<file path="src/design/recursive_mutex_fifo_waiters_macros.svh">
// assertion macros for the recursive mutex with fifo wait queue
`ifndef RECURSIVE_MUTEX_FIFO_WAITERS_MACROS_SVH
`define RECURSIVE_MUTEX_FIFO_WAITERS_MACROS_SVH
`ifndef SYNTHESIS
// same-cycle implication, disabled during reset
`define RMFW_ASSERT_NOW(label, clk, rst_n, ante, cons) \
    label: assert property (@(posedge clk) disable iff (!rst_n) (ante) |-> (cons)) \
        else $error("rmfw assertion failed");
// next-cycle implication, disabled during reset
`define RMFW_ASSERT_NEXT(label, clk, rst_n, ante, cons) \
    label: assert property (@(posedge clk) disable iff (!rst_n) (ante) |=> (cons)) \
        else $error("rmfw assertion failed");
`else
`define RMFW_ASSERT_NOW(label, clk, rst_n, ante, cons)
`define RMFW_ASSERT_NEXT(label, clk, rst_n, ante, cons)
`endif
`endif

</file>
<file path="src/design/rmfw_pkg.sv">
// shared types and constants for the recursive mutex with fifo wait queue
`default_nettype none
package rmfw_pkg;

    // fixed field widths
    localparam int TASK_W   = 4;
    localparam int STATUS_W = 3;
    localparam int LEVEL_W  = 8;

    // configuration defaults
    localparam int TASK_COUNT     = 16;
    localparam int WAIT_DEPTH_DEF = 16;
    localparam int COUNT_MAX_DEF  = 255;

    // opcodes
    localparam logic OP_ACQUIRE = 1'b0;
    localparam logic OP_RELEASE = 1'b1;

    // status codes
    localparam logic [STATUS_W-1:0] ST_GRANTED    = 3'd0;
    localparam logic [STATUS_W-1:0] ST_REGRANTED  = 3'd1;
    localparam logic [STATUS_W-1:0] ST_QUEUED     = 3'd2;
    localparam logic [STATUS_W-1:0] ST_HELD       = 3'd3;
    localparam logic [STATUS_W-1:0] ST_FREED      = 3'd4;
    localparam logic [STATUS_W-1:0] ST_FREED_WOKE = 3'd5;
    localparam logic [STATUS_W-1:0] ST_NOT_OWNER  = 3'd6;
    localparam logic [STATUS_W-1:0] ST_OVERFLOW   = 3'd7;

    // request word
    typedef struct packed {
        logic              opcode;
        logic [TASK_W-1:0] task_id;
    } req_t;

    // result word
    typedef struct packed {
        logic [STATUS_W-1:0] status;
        logic                wake_valid;
        logic [TASK_W-1:0]   wake_task;
        logic [LEVEL_W-1:0]  hold_level;
    } res_t;

endpackage
`default_nettype wire

</file>
<file path="src/design/recursive_mutex_fifo_waiters.sv">
// Recursive lock with fifo wait queue: owner, hold count, and waiters in a memory.
// Flow: an accepted word is registered and busy rises; the decision is computed while busy
// is high, the result register loads at the end of that cycle and done strobes for one cycle.
// Start is ignored while busy is high, so no new word is taken until the last one is decided;
// busy is high while the registered wait queue head read returns. The receiver cannot stall.
// Reset: owner, hold count and queue pointers clear at once; queue memory is not cleared.
`default_nettype none
`include "recursive_mutex_fifo_waiters_macros.svh"
module recursive_mutex_fifo_waiters
    import rmfw_pkg::*;
#(
    parameter int WAIT_DEPTH = WAIT_DEPTH_DEF,
    parameter int COUNT_MAX  = COUNT_MAX_DEF
) (
    input  wire logic clk,
    input  wire logic rst_n,
    input  wire logic start,
    input  wire req_t req,
    output logic      busy,
    output logic      done,
    output res_t      result
);

    localparam int PTR_W  = (WAIT_DEPTH > 1) ? $clog2(WAIT_DEPTH) : 1;
    localparam int FILL_W = $clog2(WAIT_DEPTH + 1);
    localparam int CNT_W  = $clog2(COUNT_MAX + 1);

    // control and lock state
    logic              busy_reg;
    logic              done_reg;
    req_t              cur_reg;
    res_t              result_reg, result_next;
    logic              owner_valid_reg, owner_valid_next;
    logic [TASK_W-1:0] owner_reg, owner_next;
    logic [CNT_W-1:0]  hold_reg, hold_next;
    logic [PTR_W-1:0]  head_reg, head_next;
    logic [PTR_W-1:0]  tail_reg, tail_next;
    logic [FILL_W-1:0] fill_reg, fill_next;

    // wait queue memory
    logic [TASK_W-1:0] wait_mem [WAIT_DEPTH];
    logic [TASK_W-1:0] head_data_reg;
    logic              mem_we;

    logic accept;
    logic in_range;

    assign accept   = start && !busy_reg;
    assign in_range = 32'(cur_reg.task_id) < TASK_COUNT;

    // queue memory: write at tail, registered read at head
    always_ff @(posedge clk)
    begin
        if (mem_we)
        begin
            wait_mem[tail_reg] <= cur_reg.task_id;
        end
        head_data_reg <= wait_mem[head_reg];
    end

    // request capture, no reset needed on payload
    always_ff @(posedge clk)
    begin
        if (accept)
        begin
            cur_reg <= req;
        end
        result_reg <= result_next;
    end

    // lock decision for the captured word
    always_comb
    begin
        owner_valid_next      = owner_valid_reg;
        owner_next            = owner_reg;
        hold_next             = hold_reg;
        head_next             = head_reg;
        tail_next             = tail_reg;
        fill_next             = fill_reg;
        mem_we                = 1'b0;
        result_next           = result_reg;
        result_next.status    = ST_NOT_OWNER;
        result_next.wake_valid = 1'b0;
        result_next.wake_task = '0;

        if (busy_reg)
        begin
            if (!in_range)
            begin
                result_next.status = ST_NOT_OWNER;
            end
            else if (cur_reg.opcode == OP_ACQUIRE)
            begin
                if (!owner_valid_reg)
                begin
                    owner_valid_next   = 1'b1;
                    owner_next         = cur_reg.task_id;
                    hold_next          = CNT_W'(1);
                    result_next.status = ST_GRANTED;
                end
                else if (owner_reg == cur_reg.task_id)
                begin
                    if (hold_reg >= CNT_W'(COUNT_MAX))
                    begin
                        result_next.status = ST_OVERFLOW;
                    end
                    else
                    begin
                        hold_next          = hold_reg + CNT_W'(1);
                        result_next.status = ST_REGRANTED;
                    end
                end
                else if (fill_reg >= FILL_W'(WAIT_DEPTH))
                begin
                    result_next.status = ST_OVERFLOW;
                end
                else
                begin
                    mem_we             = 1'b1;
                    tail_next          = (tail_reg == PTR_W'(WAIT_DEPTH - 1)) ?
                                         '0 : tail_reg + PTR_W'(1);
                    fill_next          = fill_reg + FILL_W'(1);
                    result_next.status = ST_QUEUED;
                end
            end
            else
            begin
                if (!owner_valid_reg || owner_reg != cur_reg.task_id)
                begin
                    result_next.status = ST_NOT_OWNER;
                end
                else
                begin
                    if (hold_reg != '0)
                    begin
                        hold_next = hold_reg - CNT_W'(1);
                    end
                    if (hold_next != '0)
                    begin
                        result_next.status = ST_HELD;
                    end
                    else
                    begin
                        owner_valid_next = 1'b0;
                        owner_next       = '0;
                        if (fill_reg != '0)
                        begin
                            result_next.wake_valid = 1'b1;
                            result_next.wake_task  = head_data_reg;
                            head_next = (head_reg == PTR_W'(WAIT_DEPTH - 1)) ?
                                        '0 : head_reg + PTR_W'(1);
                            fill_next          = fill_reg - FILL_W'(1);
                            result_next.status = ST_FREED_WOKE;
                        end
                        else
                        begin
                            result_next.status = ST_FREED;
                        end
                    end
                end
            end
        end

        // hold level saturates at the field maximum
        if (32'(hold_next) > 255)
        begin
            result_next.hold_level = '1;
        end
        else
        begin
            result_next.hold_level = LEVEL_W'(hold_next);
        end
    end

    // control registers
    always_ff @(posedge clk or negedge rst_n)
    begin
        if (!rst_n)
        begin
            busy_reg        <= 1'b0;
            done_reg        <= 1'b0;
            owner_valid_reg <= 1'b0;
            owner_reg       <= '0;
            hold_reg        <= '0;
            head_reg        <= '0;
            tail_reg        <= '0;
            fill_reg        <= '0;
        end
        else
        begin
            busy_reg        <= accept;
            done_reg        <= busy_reg;
            owner_valid_reg <= owner_valid_next;
            owner_reg       <= owner_next;
            hold_reg        <= hold_next;
            head_reg        <= head_next;
            tail_reg        <= tail_next;
            fill_reg        <= fill_next;
        end
    end

    assign busy   = busy_reg;
    assign done   = done_reg;
    assign result = result_reg;

    // checks
    `RMFW_ASSERT_NEXT(a_one_result, clk, rst_n, busy_reg, done_reg && !busy_reg)
    `RMFW_ASSERT_NOW(a_wake_status, clk, rst_n, done && result.wake_valid, result.status == ST_FREED_WOKE)
    `RMFW_ASSERT_NOW(a_fill_bound, clk, rst_n, 1'b1, fill_reg <= FILL_W'(WAIT_DEPTH))
    `RMFW_ASSERT_NOW(a_free_no_hold, clk, rst_n, !owner_valid_reg, hold_reg == '0)

endmodule
`default_nettype wire
</file>
<file path="config.mk">
export PLATFORM = sky130hd
export DESIGN_NAME = recursive_mutex_fifo_waiters
export DESIGN_NICKNAME = d
export VERILOG_FILES = /design/src/design/rmfw_pkg.sv /design/src/design/recursive_mutex_fifo_waiters.sv
export VERILOG_INCLUDE_DIRS = /design/src /design/src/design
export SDC_FILE = /design/constraint.sdc
export NUM_CORES = 1
export LEC_CHECK = 0
export BUFFER_PORTS_ARGS = -buffer_cell sky130_fd_sc_hd__buf_2
export CAP_MARGIN = 30
export CORE_MARGIN = 2
export CORE_UTILIZATION = 56
export CTS_BUF_LIST = sky130_fd_sc_hd__clkbuf_2
export DETAILED_ROUTE_END_ITERATION = 16
export GPL_TIMING_DRIVEN = 0
export HOLD_SLACK_MARGIN = 0.15
export PLACE_DENSITY = 0.77
export SLEW_MARGIN = 20
export SYNTH_ARGS = -nofsm -noshare
export SYNTH_HDL_FRONTEND = slang
export SYNTH_SLANG_ARGS = --single-unit
</file>
<file path="constraint.sdc">
create_clock -name clk -period 3.1 [get_ports clk]
set_clock_uncertainty 0.15 [all_clocks]
set_input_delay 0.465 -clock clk [delete_from_list [all_inputs] [get_ports clk]]
set_output_delay 0.465 -clock clk [all_outputs]
set_load 0.005 [all_outputs]
</file>
==> impl_metrics.toml <==
[synth]
synth_top_family_by_area = "multiplexers"
ys_warn_count = 0
yosysSeqAreaShare_pct = 61.6
syn_area_um2 = 5150
syn_area_per_cell_um2 = 14.1
synth_mux_area_share_pct = 11.1
synth-xor-area-share_pct = 2.72
synthArstFlopShare_pct = 23.9
synthFlopType = "edfxtp_1"
synth-edff-count = 69
synth-simple-area-share_pct = 10.9
synth_nets = 385
synthAdderAreaFrac_pct = 3.06
yosysUniqueCellTypes = 60
synth_compound_area_share_pct = 7.48
syn_inst = 365
ys_seq_elements = 117

[pwr]
pwr-share-clk_pct = 25.9
switchingPower_mw = 1.33
combinationalPowerShare_pct = 28.2
fin_total_pwr_mw = 4.23
power.internal_mw = 2.90
sw_frac_of_total_pct = 31.4
vdd_drop_max_mv = 0.328
pwr-share-seq_pct = 46.0
powerDensity_nw_per_um2 = 724
leakagePower_nw = 2.22

[grt]
grt_max_degree = 29
overflow = 0
antenna_found_initial = 1
track_usage_pct = 21.1
grt_pass1_wl_um = 15500
first_global_vias = 3042

[drt]
drcViolationCount = 0
drtAntennaViolNets = 0
drtPass1Iterations = 5
drt_wl_total_um = 9740
wl_per_cell_um = 17.7
drtIter0Drc = 196
vias_per_cell = 5.74
vias = 3164

[worst_setup_path]
required_ns = 3.49
start_kind = "flip-flop"
crit_type = "flip-flop to flip-flop"
rrSetupSlack_ns = 0.15
worstSetupEndpointType = "flip-flop"
critPathSlowestCell = "o32ai_2"
path_cells = "clkbuf_1 -> inv_1 -> ha_1 -> nor2b_1 -> o21a_1 -> o32ai_2 -> and4_1 -> buf_6 -> mux2_1"
max_stage_delay_ns = 0.41
cp_max_fo = 10
crit_arrival_ns = 3.34

[place]
portBuffers = 25
dp.final_hpwl_um = 6750
placed_area_um2 = 5420
place_congestion = 0.886
dp.cells = 501
dp_slack_ns = -0.173

[clock_tree]
cts.path.max_buffers = 2
insertion_delay_ns = 0.63
numCtsBuffers = 17
cts_tree = "yes"
cts.sinks = 117
h-tree-depth = 4
ctsRootBufferMaster = "clkbuf_2"
clk_pin_slew_ns = 0.18

[sta]
hold_violations = 0
timing.final.ws_setup_ns = 0.154
worstMarginPinSlew_ns = 0.954
tns_ns = 0
fmax_mhz = 339
setup_viol = 0
relSlewSlack_pct = 35.8
rsz0062_at_grt = "no"
period_needed_ns = 2.95
timing.final.crit_share_pct = 95.0
drv_slew = 0
hold_slack_ns = 0.226

[cells_and_area]
fin_area_um2 = 5850
final_core_util_pct = 64.5
fin_cells = 551
drive_above_1_share_pct = 26.0
syn2layout_area_growth_pct = 13.4
largest_reg_flops = 64
fill_cells = 667
layout.nets = 446

[min_path]
min_path_type = "primary input to async pin"

[outcome]
outcome = "completed"

[floorplanning]
rows = 35
initial_core_util_pct = 56.9
die_y_um = 99.9
dieArea_um2 = 9990
ios = 26
coreArea_um2 = 9060
die_x_um = 99.9

[run]
maxCapViolCount = 0
==> logic make-up (layout without fill, tap and decap cells) <==
kind of cell,count (synthesis),in the layout
XOR/XNOR,16,16
AND/OR/NAND/NOR,100,100
buffers and inverters,34,108
AO/OA/AOI/OAI,55,55
flip-flops,117,117
adder cells (fa/ha/maj),12,12
other,0,1
multiplexers,31,31
==> worst paths after layout <==
kind	from	to	cells after the start
max in group asynchronous	rst_n	hold_reg[6]	2
min reg2reg	head_data_reg[2]	result[10]	1
min	rst_n	head_reg[2]	2
min in group clk	head_data_reg[2]	result[10]	1
max	hold_reg[0]	head_reg[1]	9
max reg2reg	hold_reg[0]	head_reg[1]	9
==> layer usage <==
metal	up-vias	GRT usage, %	part of all wire, %
met2	99	32.8	50
met1	1557	28.6	44
met3	8	6.48	5.8
li1	1500	-	-
met5	-	0	0
met4	0	7.17	0.85
==> cell type report <==
type	count	area, µm²	area share (%)
clock buffers	19	95.1	1.63
inverters	13	48.8	0.835
plain buffers	21	110	1.88
multi-input cells	214	1830	31.2
clock inverters	13	181	3.10
flip-flops and latches	117	3170	54.3
well taps	111	139	2.38
repair buffers	42	269	4.60
diodes	1	2.50	0.0428
==> synth_stat cells (all sizes together) (2+ instances only) <==
cell / n / area [µm²]
mux2: 5 / 63.8
mux4: 20 / 450
o21ai: 17 / 85.1
ha: 11 / 138
a31o: 3 / 26.3
nand3b: 2 / 27.5
nor3b: 2 / 15.0
clkbuf: 10 / 37.5
buf: 11 / 72.6
a21oi: 7 / 35.0
o21a: 2 / 15.0
a21o: 6 / 52.6
and2: 9 / 58.8
mux2i: 6 / 60.1
a22oi: 2 / 15.0
dfxtp: 20 / 400
a22o: 2 / 17.5
nor2: 17 / 63.8
nand2: 22 / 82.6
and4: 2 / 20.0
a41oi: 3 / 26.3
nand4: 4 / 25.0
a31oi: 2 / 12.5
xnor2: 12 / 105
edfxtp: 69 / 2070
nor3: 9 / 45.0
nand3: 11 / 60.1
a21boi: 3 / 22.5
xor2: 4 / 35.0
dfrtp: 28 / 701
nor2b: 6 / 37.5
nor4: 7 / 65.1
o32ai: 2 / 25.0
inv: 13 / 48.8
and3: 5 / 32.5
==> worst max-delay path, delay by kind of cell (launching register included) <==
| family | cells | cell delay, ns |
|---|---|---|
| fa+ha+maj | 1 | 0.24 |
| simple gates | 2 | 0.53 |
| mux | 1 | 0.32 |
| compound gates | 2 | 0.61 |
| flops | 1 | 0.40 |
| buf+inv | 3 | 0.62 |
==> power by group through the flow <==
stage | Combinational (mW) | Clock [mW] | Sequential, mW
global route | 1.31 | 1.19 | 1.97
global placement | 1.10 | 0 | 1.98
detailed placement | 1.14 | 0 | 1.99
finish | 1.19 | 1.09 | 1.95
floorplan | 0.885 | 0 | 1.96
CTS | 1.17 | 1.12 | 1.95
==> what timing repair did <==
item,CTS,global route
setup endpoints to repair,24,41
hold endpoints to repair,39,0
setup buffers,2,5
resized for setup,1,0
hold buffers,7,0
==> placed cells by master (no fill, tap or decap), types with 8 or more instances in the layout <==
master	Yosys	routed
buf_2	7	32
and2_1	8	8
mux4_2	20	20
edfxtp_1	69	69
dfxtp_1	20	20
dfrtp_1	28	28
nand3_1	10	10
o21ai_0	16	16
clkbuf_1	10	10
ha_1	11	11
clkbuf_2	0	21
nor2_1	17	17
nand2_1	22	22
inv_1	13	13
nor3_1	9	8
xnor2_1	12	12
Power figures use the tool's default switching activity.
